File: src/rtl/wildcard_pattern_matcher_top_assert.svh
// assertion macros used by the wildcard matcher top level
`ifndef WILDCARD_PATTERN_MATCHER_TOP_ASSERT_SVH
`define WILDCARD_PATTERN_MATCHER_TOP_ASSERT_SVH

// same-cycle implication, checked outside reset
`define WPM_ASSERT_NOW(lbl, ante, cons, msg) \
  lbl: assert property (@(posedge clk) disable iff (!rst_n) (ante) |-> (cons)) \
    else $error(msg);

// next-cycle implication, checked outside reset
`define WPM_ASSERT_NEXT(lbl, ante, cons, msg) \
  lbl: assert property (@(posedge clk) disable iff (!rst_n) (ante) |=> (cons)) \
    else $error(msg);

`endif

File: src/rtl/wpm_pkg.sv
// shared types and constants of the wildcard matcher
package wpm_pkg;

  localparam int PATTERN_DEPTH = 64;
  localparam int LEN_W = $clog2(PATTERN_DEPTH + 1);

  localparam logic [7:0] STAR_BYTE = 8'h2A;
  localparam logic [7:0] ANY_BYTE  = 8'h3F;

  typedef enum logic [1:0] {
    OP_PATTERN = 2'd0,
    OP_TEXT    = 2'd1,
    OP_FINISH  = 2'd2,
    OP_NONE    = 2'd3
  } op_e;

  typedef enum logic [1:0] {
    ERR_NONE       = 2'd0,
    ERR_TOO_LONG   = 2'd1,
    ERR_AFTER_TEXT = 2'd2,
    ERR_UNUSED     = 2'd3
  } err_e;

  // request travelling down the cell chain
  typedef struct packed {
    logic       vld;
    op_e        op;
    logic [7:0] sym;
    logic       m;     // new match bit of the left neighbor
    logic       diag;  // match bit of the left neighbor before this request
    logic       done;  // pattern byte already placed
    logic       hit;   // match bit of the last filled cell seen so far
    err_e       err;
  } token_t;

endpackage

File: src/rtl/wpm_head.sv
// front end: error checks, pattern length, empty-prefix match bit
module wpm_head import wpm_pkg::*; (
  input  logic       clk,
  input  logic       rst_n,
  input  logic       adv,
  input  logic       in_valid,
  input  logic [1:0] in_operation,
  input  logic [7:0] in_symbol,
  output token_t     tok_o
);

  logic [LEN_W-1:0] len_r, len_nxt;
  logic             m0_r, m0_nxt;
  logic             text_r, text_nxt;
  err_e             err_r, err_nxt;
  token_t           tok_r, tok_nxt;
  op_e              op;

  assign op = op_e'(in_operation);

  always_comb begin
    len_nxt  = len_r;
    m0_nxt   = m0_r;
    text_nxt = text_r;
    err_nxt  = err_r;
    tok_nxt  = '{vld: 1'b0, op: op, sym: in_symbol, m: 1'b0, diag: 1'b0,
                 done: 1'b0, hit: 1'b0, err: ERR_NONE};
    if (in_valid) begin
      unique case (op)
        OP_PATTERN: begin
          if (text_r) begin
            if (err_r == ERR_NONE) err_nxt = ERR_AFTER_TEXT;
          end else if (len_r >= LEN_W'(PATTERN_DEPTH)) begin
            if (err_r == ERR_NONE) err_nxt = ERR_TOO_LONG;
          end else begin
            tok_nxt.vld = 1'b1;
            tok_nxt.m   = m0_r;
            len_nxt     = len_r + 1'b1;
          end
        end
        OP_TEXT: begin
          tok_nxt.vld  = 1'b1;
          tok_nxt.diag = m0_r;
          text_nxt     = 1'b1;
          m0_nxt       = 1'b0;
        end
        OP_FINISH: begin
          tok_nxt.vld = 1'b1;
          tok_nxt.hit = m0_r;
          tok_nxt.err = err_r;
          len_nxt     = '0;
          m0_nxt      = 1'b1;
          text_nxt    = 1'b0;
          err_nxt     = ERR_NONE;
        end
        default: begin
        end
      endcase
    end
  end

  always_ff @(posedge clk) begin
    if (!rst_n) begin
      len_r     <= '0;
      m0_r      <= 1'b1;
      text_r    <= 1'b0;
      err_r     <= ERR_NONE;
      tok_r.vld <= 1'b0;
    end else if (adv) begin
      len_r  <= len_nxt;
      m0_r   <= m0_nxt;
      text_r <= text_nxt;
      err_r  <= err_nxt;
      tok_r  <= tok_nxt;
    end
  end

  assign tok_o = tok_r;

endmodule

File: src/rtl/wpm_cell.sv
// one pattern position: stored byte, match bit, request register
module wpm_cell import wpm_pkg::*; (
  input  logic   clk,
  input  logic   rst_n,
  input  logic   adv,
  input  token_t tok_i,
  output token_t tok_o
);

  logic [7:0] pat_r, pat_nxt;
  logic       vld_r, vld_nxt;
  logic       m_r, m_nxt;
  token_t     tok_r, tok_nxt;
  logic       is_star;
  logic       single_hit;

  assign is_star    = (pat_r == STAR_BYTE);
  assign single_hit = (pat_r == ANY_BYTE) || (pat_r == tok_i.sym);

  always_comb begin
    pat_nxt = pat_r;
    vld_nxt = vld_r;
    m_nxt   = m_r;
    tok_nxt = tok_i;
    if (tok_i.vld) begin
      unique case (tok_i.op)
        OP_PATTERN: begin
          if (!tok_i.done && !vld_r) begin
            pat_nxt      = tok_i.sym;
            vld_nxt      = 1'b1;
            m_nxt        = tok_i.m && (tok_i.sym == STAR_BYTE);
            tok_nxt.done = 1'b1;
          end else begin
            tok_nxt.m = m_r;
          end
        end
        OP_TEXT: begin
          if (vld_r) begin
            // star takes the new left bit or keeps its own; others take the diagonal
            m_nxt        = is_star ? (tok_i.m | m_r) : (single_hit & tok_i.diag);
            tok_nxt.m    = m_nxt;
            tok_nxt.diag = m_r;
          end
        end
        OP_FINISH: begin
          if (vld_r) tok_nxt.hit = m_r;
          vld_nxt = 1'b0;
          m_nxt   = 1'b0;
        end
        default: begin
        end
      endcase
    end
  end

  always_ff @(posedge clk) begin
    if (!rst_n) begin
      vld_r     <= 1'b0;
      m_r       <= 1'b0;
      tok_r.vld <= 1'b0;
    end else if (adv) begin
      vld_r <= vld_nxt;
      m_r   <= m_nxt;
      tok_r <= tok_nxt;
    end
  end

  always_ff @(posedge clk) begin
    if (adv) pat_r <= pat_nxt;
  end

  assign tok_o = tok_r;

endmodule

File: src/rtl/wildcard_pattern_matcher_top.sv
// wildcard matcher top level: front end, chain of pattern cells, result register
// path: a finish request is registered in the front end, then in each cell in turn,
// and last in the result register, which then carries its answer
// throughput: one request per cycle; pattern, text and finish requests flow as a wavefront
// set by the cell chain, one cell per cycle; only a stalled full result register holds it
// reset: synchronous active-low rst_n empties the pattern, sets the empty match bit and
// clears errors; pattern bytes themselves are not cleared, cells track their own fill
module wildcard_pattern_matcher_top import wpm_pkg::*; (
  input  logic       clk,
  input  logic       rst_n,
  input  logic       in_valid,
  output logic       in_stall,
  input  logic [1:0] in_operation,
  input  logic [7:0] in_symbol,
  output logic       out_valid,
  input  logic       out_stall,
  output logic       out_matched,
  output logic [1:0] out_error_code
);

`include "wildcard_pattern_matcher_top_assert.svh"

  // whole chain moves together; it halts only while a result waits under stall
  logic adv;
  // tok[0] leaves the front end, tok[i+1] leaves cell i
  token_t tok [PATTERN_DEPTH+1];
  token_t tail;
  logic   tail_finish;

  logic       out_valid_r, out_valid_nxt;
  logic       matched_r, matched_nxt;
  logic [1:0] err_code_r, err_code_nxt;

  // views of the result register for the checks below
  logic       err_result;
  logic       out_hold;
  logic [3:0] out_word;

  assign adv      = !out_valid_r || !out_stall;
  assign in_stall = !adv;

  // front end drops bad pattern bytes and injects requests into the chain
  wpm_head u_head (
    .clk          (clk),
    .rst_n        (rst_n),
    .adv          (adv),
    .in_valid     (in_valid),
    .in_operation (in_operation),
    .in_symbol    (in_symbol),
    .tok_o        (tok[0])
  );

  // one cell per pattern position; each request passes the cells in order
  for (genvar i = 0; i < PATTERN_DEPTH; i++) begin : g_cell
    wpm_cell u_cell (
      .clk   (clk),
      .rst_n (rst_n),
      .adv   (adv),
      .tok_i (tok[i]),
      .tok_o (tok[i+1])
    );
  end

  assign tail        = tok[PATTERN_DEPTH];
  assign tail_finish = tail.vld && (tail.op == OP_FINISH);

  // result register: a finish request leaving the last cell carries the answer
  always_comb begin
    out_valid_nxt = tail_finish;
    matched_nxt   = tail.hit && (tail.err == ERR_NONE);
    err_code_nxt  = tail.err;
  end

  always_ff @(posedge clk) begin
    if (!rst_n) begin
      out_valid_r <= 1'b0;
    end else if (adv) begin
      out_valid_r <= out_valid_nxt;
    end
  end

  always_ff @(posedge clk) begin
    if (adv) begin
      matched_r  <= matched_nxt;
      err_code_r <= err_code_nxt;
    end
  end

  assign out_valid      = out_valid_r;
  assign out_matched    = matched_r;
  assign out_error_code = err_code_r;

  assign err_result = out_valid_r && (err_code_r != ERR_NONE);
  assign out_hold   = out_valid_r && out_stall;
  assign out_word   = {out_valid_r, matched_r, err_code_r};

  // a waiting result keeps its value until taken
  `WPM_ASSERT_NEXT(a_out_hold, out_hold, $stable(out_word), "result changed under stall")
  // an error result never reports a match
  `WPM_ASSERT_NOW(a_err_no_match, err_result, !matched_r, "match reported with error")
  // a finish request at the tail always lands in the result register
  `WPM_ASSERT_NEXT(a_finish_lands, adv && tail_finish, out_valid_r, "finish lost at tail")

endmodule
File: config.mk
export PLATFORM = sky130hd
export DESIGN_NAME = wildcard_pattern_matcher_top
export DESIGN_NICKNAME = d
export VERILOG_FILES = /design/src/rtl/wpm_pkg.sv /design/src/rtl/wpm_head.sv /design/src/rtl/wpm_cell.sv /design/src/rtl/wildcard_pattern_matcher_top.sv
export VERILOG_INCLUDE_DIRS = /design/src /design/src/rtl
export SDC_FILE = /design/constraint.sdc
export NUM_CORES = 2
export LEC_CHECK = 0
export BUFFER_PORTS_ARGS = -buffer_cell sky130_fd_sc_hd__buf_2
export CAP_MARGIN = 20
export CORE_MARGIN = 2
export CORE_UTILIZATION = 50
export DETAILED_ROUTE_END_ITERATION = 10
export PLACE_DENSITY_LB_ADDON = 0.15
export SLEW_MARGIN = 20
export SYNTH_ARGS = -nofsm -noshare
export SYNTH_HDL_FRONTEND = slang
export SYNTH_SLANG_ARGS = --single-unit
export TNS_END_PERCENT = 10
File: constraint.sdc
create_clock -name clk -period 92.5 [get_ports clk]
set_clock_uncertainty 0.05 [all_clocks]
set_input_delay 23.125 -clock clk [delete_from_list [all_inputs] [get_ports clk]]
set_output_delay 23.125 -clock clk [all_outputs]
set_load 0.05 [all_outputs]
==> flow_summary.ini <==
[grt]
grt.total_usage = 0.181
grt_first_pass_wirelength_um = 235000
antenna_found_initial = 0
first_global_vias = 45100
leftover_overflow_at_the_end_of_global_routing = 0
pin_count_of_the_biggest_net_entering_global_routing = 185

[clock_tree]
clkLatencyLatePin_ps = 820
clk_root_buffer_cell = sky130_fd_sc_hd__clkbuf_16
clk_pin_slew_worst_paths_ps = 60
tritoncts.num_buffers = 182
ctsHoldBuffers = 0
cts.repair_timing.setup_buffer_count = 0
clock-sinks = 1748
ctsResizeCount = 0
ctsHtreeMaxLevel = 4
cts-root-to-sink-buffers = 3
clock_tree_from_tritoncts = yes

[yosys]
synth_area_um2 = 77800
postSynth.topFlopCell = sky130_fd_sc_hd__edfxtp_1
synth_cells = 5747
synth.ff_latch_count = 1748
synth_enable_flop_cells = 1543
synth_cell_types = 72
synth.yosys.warnings = 0
synthesis.area_per_instance_um2 = 13.5
ys_seq_area_frac = 0.649
mappedNetlistNets = 6023
synth_async_sr_flop_share = 0

[layout]
num_antenna_cells = 0
areaGrowthSynthToFinish_pct = 10.9
final_layout_size_suffix_gt1_frac = 0.0973
fin_nets = 6110
layout.area.seq_um2 = 50400
multiInputGateArea_um2 = 26200
fin_util = 0.559
layout.filler_cells = 12400

[floorplan]
start_util = 0.504
ioPinCount = 19
die_area_um2 = 159000
dieWidth_um = 398
core_area_um2 = 154000
fp.dieH_um = 398
row_count = 144

[worst_setup_path]
critical_path.endpoint_type = output pin
crit_path_start_kind = input pin
arrival_ps = 24610
path_cells = buf_2 > nand2_8 > inv_4 > buf_2
critPathSlowestCell = sky130_fd_sc_hd__inv_4
path_max_fanout = 30
crit_path_frequent_cell = sky130_fd_sc_hd__buf_2
critPathKind = input pin to output pin
cpPeakStageDelay_ps = 540
required_ps = 69320

[worst_hold_path]
min-delay-path-class = flip-flop to flip-flop

[pwr]
peakVddDrop_uv = 17.2
total_power_mw = 1.69
power_density_nw_per_um2 = 19.6
power.static_leakage_nw = 28.1

[sta]
setup_repair_after_global_routing_missed_its_margin = no
timing.final.max_slew_violations = 0
setup_violations = 0
finalSetupTns_ps = 0
finalHoldViolations = 0
finalWorstPathRequiredPeriod_ps = 47780
max_freq_mhz = 20.9
tightestPinTransition_ps = 1140
worst_slew_margin_relative_to_its_limit = 0.242
post-route-period-util = 0.517

[route]
drt_first_pass_iters = 6
total_wire_length_after_detailed_routing_um = 145000
wl_per_cell_um = 18.0
drt.antenna.violating_nets = 0
routed-via-count = 45700
remaining_design_rule_violation_count = 0
drtIter0Drc = 3350
vias_per_cell = 5.68

[outcome]
run_status = finished, final reports clean

[placed_design]
post-dp-hpwl_um = 94300
port_buffers = 18
place_congestion = 0.805

[flow_run]
cap_violations = 0
## cells in the mapped netlist (6+ instances only)
master,count,area share
sky130_fd_sc_hd__o22ai_1,12,0.00097
sky130_fd_sc_hd__a31o_2,6,0.00068
sky130_fd_sc_hd__clkbuf_1,134,0.0065
sky130_fd_sc_hd__nand4_1,192,0.015
sky130_fd_sc_hd__nor4bb_1,71,0.0091
sky130_fd_sc_hd__or2_2,25,0.0020
sky130_fd_sc_hd__edfxtp_1,1543,0.60
sky130_fd_sc_hd__nor4_1,11,0.00088
sky130_fd_sc_hd__mux2i_1,35,0.0045
sky130_fd_sc_hd__and3_1,62,0.0050
sky130_fd_sc_hd__o2111a_1,35,0.0051
sky130_fd_sc_hd__o211ai_1,73,0.0070
sky130_fd_sc_hd__nor3_1,134,0.0086
sky130_fd_sc_hd__nand4b_1,53,0.0060
sky130_fd_sc_hd__xnor2_1,460,0.052
sky130_fd_sc_hd__dfxtp_1,205,0.053
sky130_fd_sc_hd__o21a_1,7,0.00068
sky130_fd_sc_hd__a21oi_1,262,0.017
sky130_fd_sc_hd__a31oi_1,24,0.0019
sky130_fd_sc_hd__ha_1,262,0.042
sky130_fd_sc_hd__nor2b_1,91,0.0073
sky130_fd_sc_hd__o21ai_0,273,0.018
sky130_fd_sc_hd__inv_1,164,0.0079
sky130_fd_sc_hd__o41ai_1,6,0.00068
sky130_fd_sc_hd__mux2_2,124,0.018
sky130_fd_sc_hd__nor2_1,329,0.016
sky130_fd_sc_hd__a41oi_1,50,0.0056
sky130_fd_sc_hd__o2111ai_1,19,0.0021
sky130_fd_sc_hd__and4b_1,9,0.0012
sky130_fd_sc_hd__nand2b_1,49,0.0039
sky130_fd_sc_hd__o31ai_1,37,0.0036
sky130_fd_sc_hd__nor4b_2,52,0.010
sky130_fd_sc_hd__nand2_1,254,0.012
sky130_fd_sc_hd__nor4b_1,87,0.0098
sky130_fd_sc_hd__xor2_1,57,0.0064
sky130_fd_sc_hd__o221ai_1,38,0.0043
sky130_fd_sc_hd__buf_2,15,0.00097
sky130_fd_sc_hd__nand3_1,305,0.020
sky130_fd_sc_hd__o21bai_1,103,0.0099
sky130_fd_sc_hd__nor3b_1,9,0.00087
## per-stage QoR
stage | worst slack (ps) | std cells | area, um2 | hold WS (ps)
finish | 44720 | 8038 | 86300 | 359
global route | 44670 | 8038 | 86300 | 361
CTS | 44690 | 8035 | 86100 | 352
detailed placement | 44690 | 7691 | 80100 | 355
global placement | 44680 | 7691 | 80100 | 351
floorplan | 23610 | 5747 | 77800 | 350
## routing by layer
layer	track usage	wire length, um	vias up
li1	-	-	22200
met1	0.246	66400	22400
met2	0.298	69200	808
met3	0.0298	5730	246
met4	0.0550	3590	0
met5	0	0	-
## power by group
part	switching, mW	internal, mW	total [mW]
registers	0.0272	0.890	0.917
logic	0.0319	0.0247	0.0566
clock network	0.306	0.409	0.715
## registers in the layout, summed over array words and instances (netlist names)
signal and flops:
u_head.len_r 7, g_cell.u_cell.m_r 64, u_head.m0_r 1, g_cell.u_cell.pat_r 512, out_matched 1, u_head.err_r 2
out_error_code 2, out_valid 1, g_cell.u_cell.vld_r 64, u_head.tok_o 16, g_cell.u_cell.tok_o 1077, u_head.text_r 1
## cells by family after synthesis
group	synth area share
multiplexers	0.0225
AND/OR/NAND/NOR	0.131
AO/OA/AOI/OAI	0.0816
flip-flops	0.649
XOR/XNOR	0.0582
adder cells (fa/ha/maj)	0.0422
buffers and inverters	0.0161
## cells in the final DEF (no fill, tap or decap), types with 162 or more instances in the layout
| cell | n |
|---|---|
| sky130_fd_sc_hd__nand4_1 | 192 |
| sky130_fd_sc_hd__a21oi_1 | 262 |
| sky130_fd_sc_hd__o21ai_0 | 273 |
| sky130_fd_sc_hd__inv_1 | 162 |
| sky130_fd_sc_hd__nor2_1 | 328 |
| sky130_fd_sc_hd__nand2_1 | 254 |
| sky130_fd_sc_hd__nand3_1 | 305 |
| sky130_fd_sc_hd__dfxtp_1 | 205 |
| sky130_fd_sc_hd__edfxtp_1 | 1543 |
| sky130_fd_sc_hd__ha_1 | 262 |
| sky130_fd_sc_hd__xnor2_1 | 460 |
| sky130_fd_sc_hd__clkbuf_16 | 184 |
## final timing paths
| path | slack, ps | to | depth (start not counted) | startpoint |
|---|---|---|---|---|
| max | 44720 | in_stall | 4 | out_stall |
| min | 360 | g_cell[24].u_cell.tok_o[0]$_DFFE_PP_ | 0 | g_cell[23].u_cell.tok_o[0]$_DFFE_PP_ |
| max reg2reg | 87190 | g_cell[58].u_cell.tok_o[12]$_DFFE_PP_ | 7 | out_valid$_SDFFE_PN0N_ |
| min reg2reg | 360 | g_cell[24].u_cell.tok_o[0]$_DFFE_PP_ | 0 | g_cell[23].u_cell.tok_o[0]$_DFFE_PP_ |
## cell type report
class	instances	area share
flip-flops and latches	1748	0.585
multi-input cells	3678	0.304
clock buffers	242	0.0571
well taps	2044	0.0297
clock inverters	102	0.0117
inverters	164	0.00722
repair buffers	60	0.00541
## worst max-delay path: cells and delay by family
| family | cells | cell delay (ps) |
|---|---|---|
| buf+inv | 3 | 1190 |
| simple gates | 1 | 230 |
No activity file was read; power rests on OpenSTA's default activity.
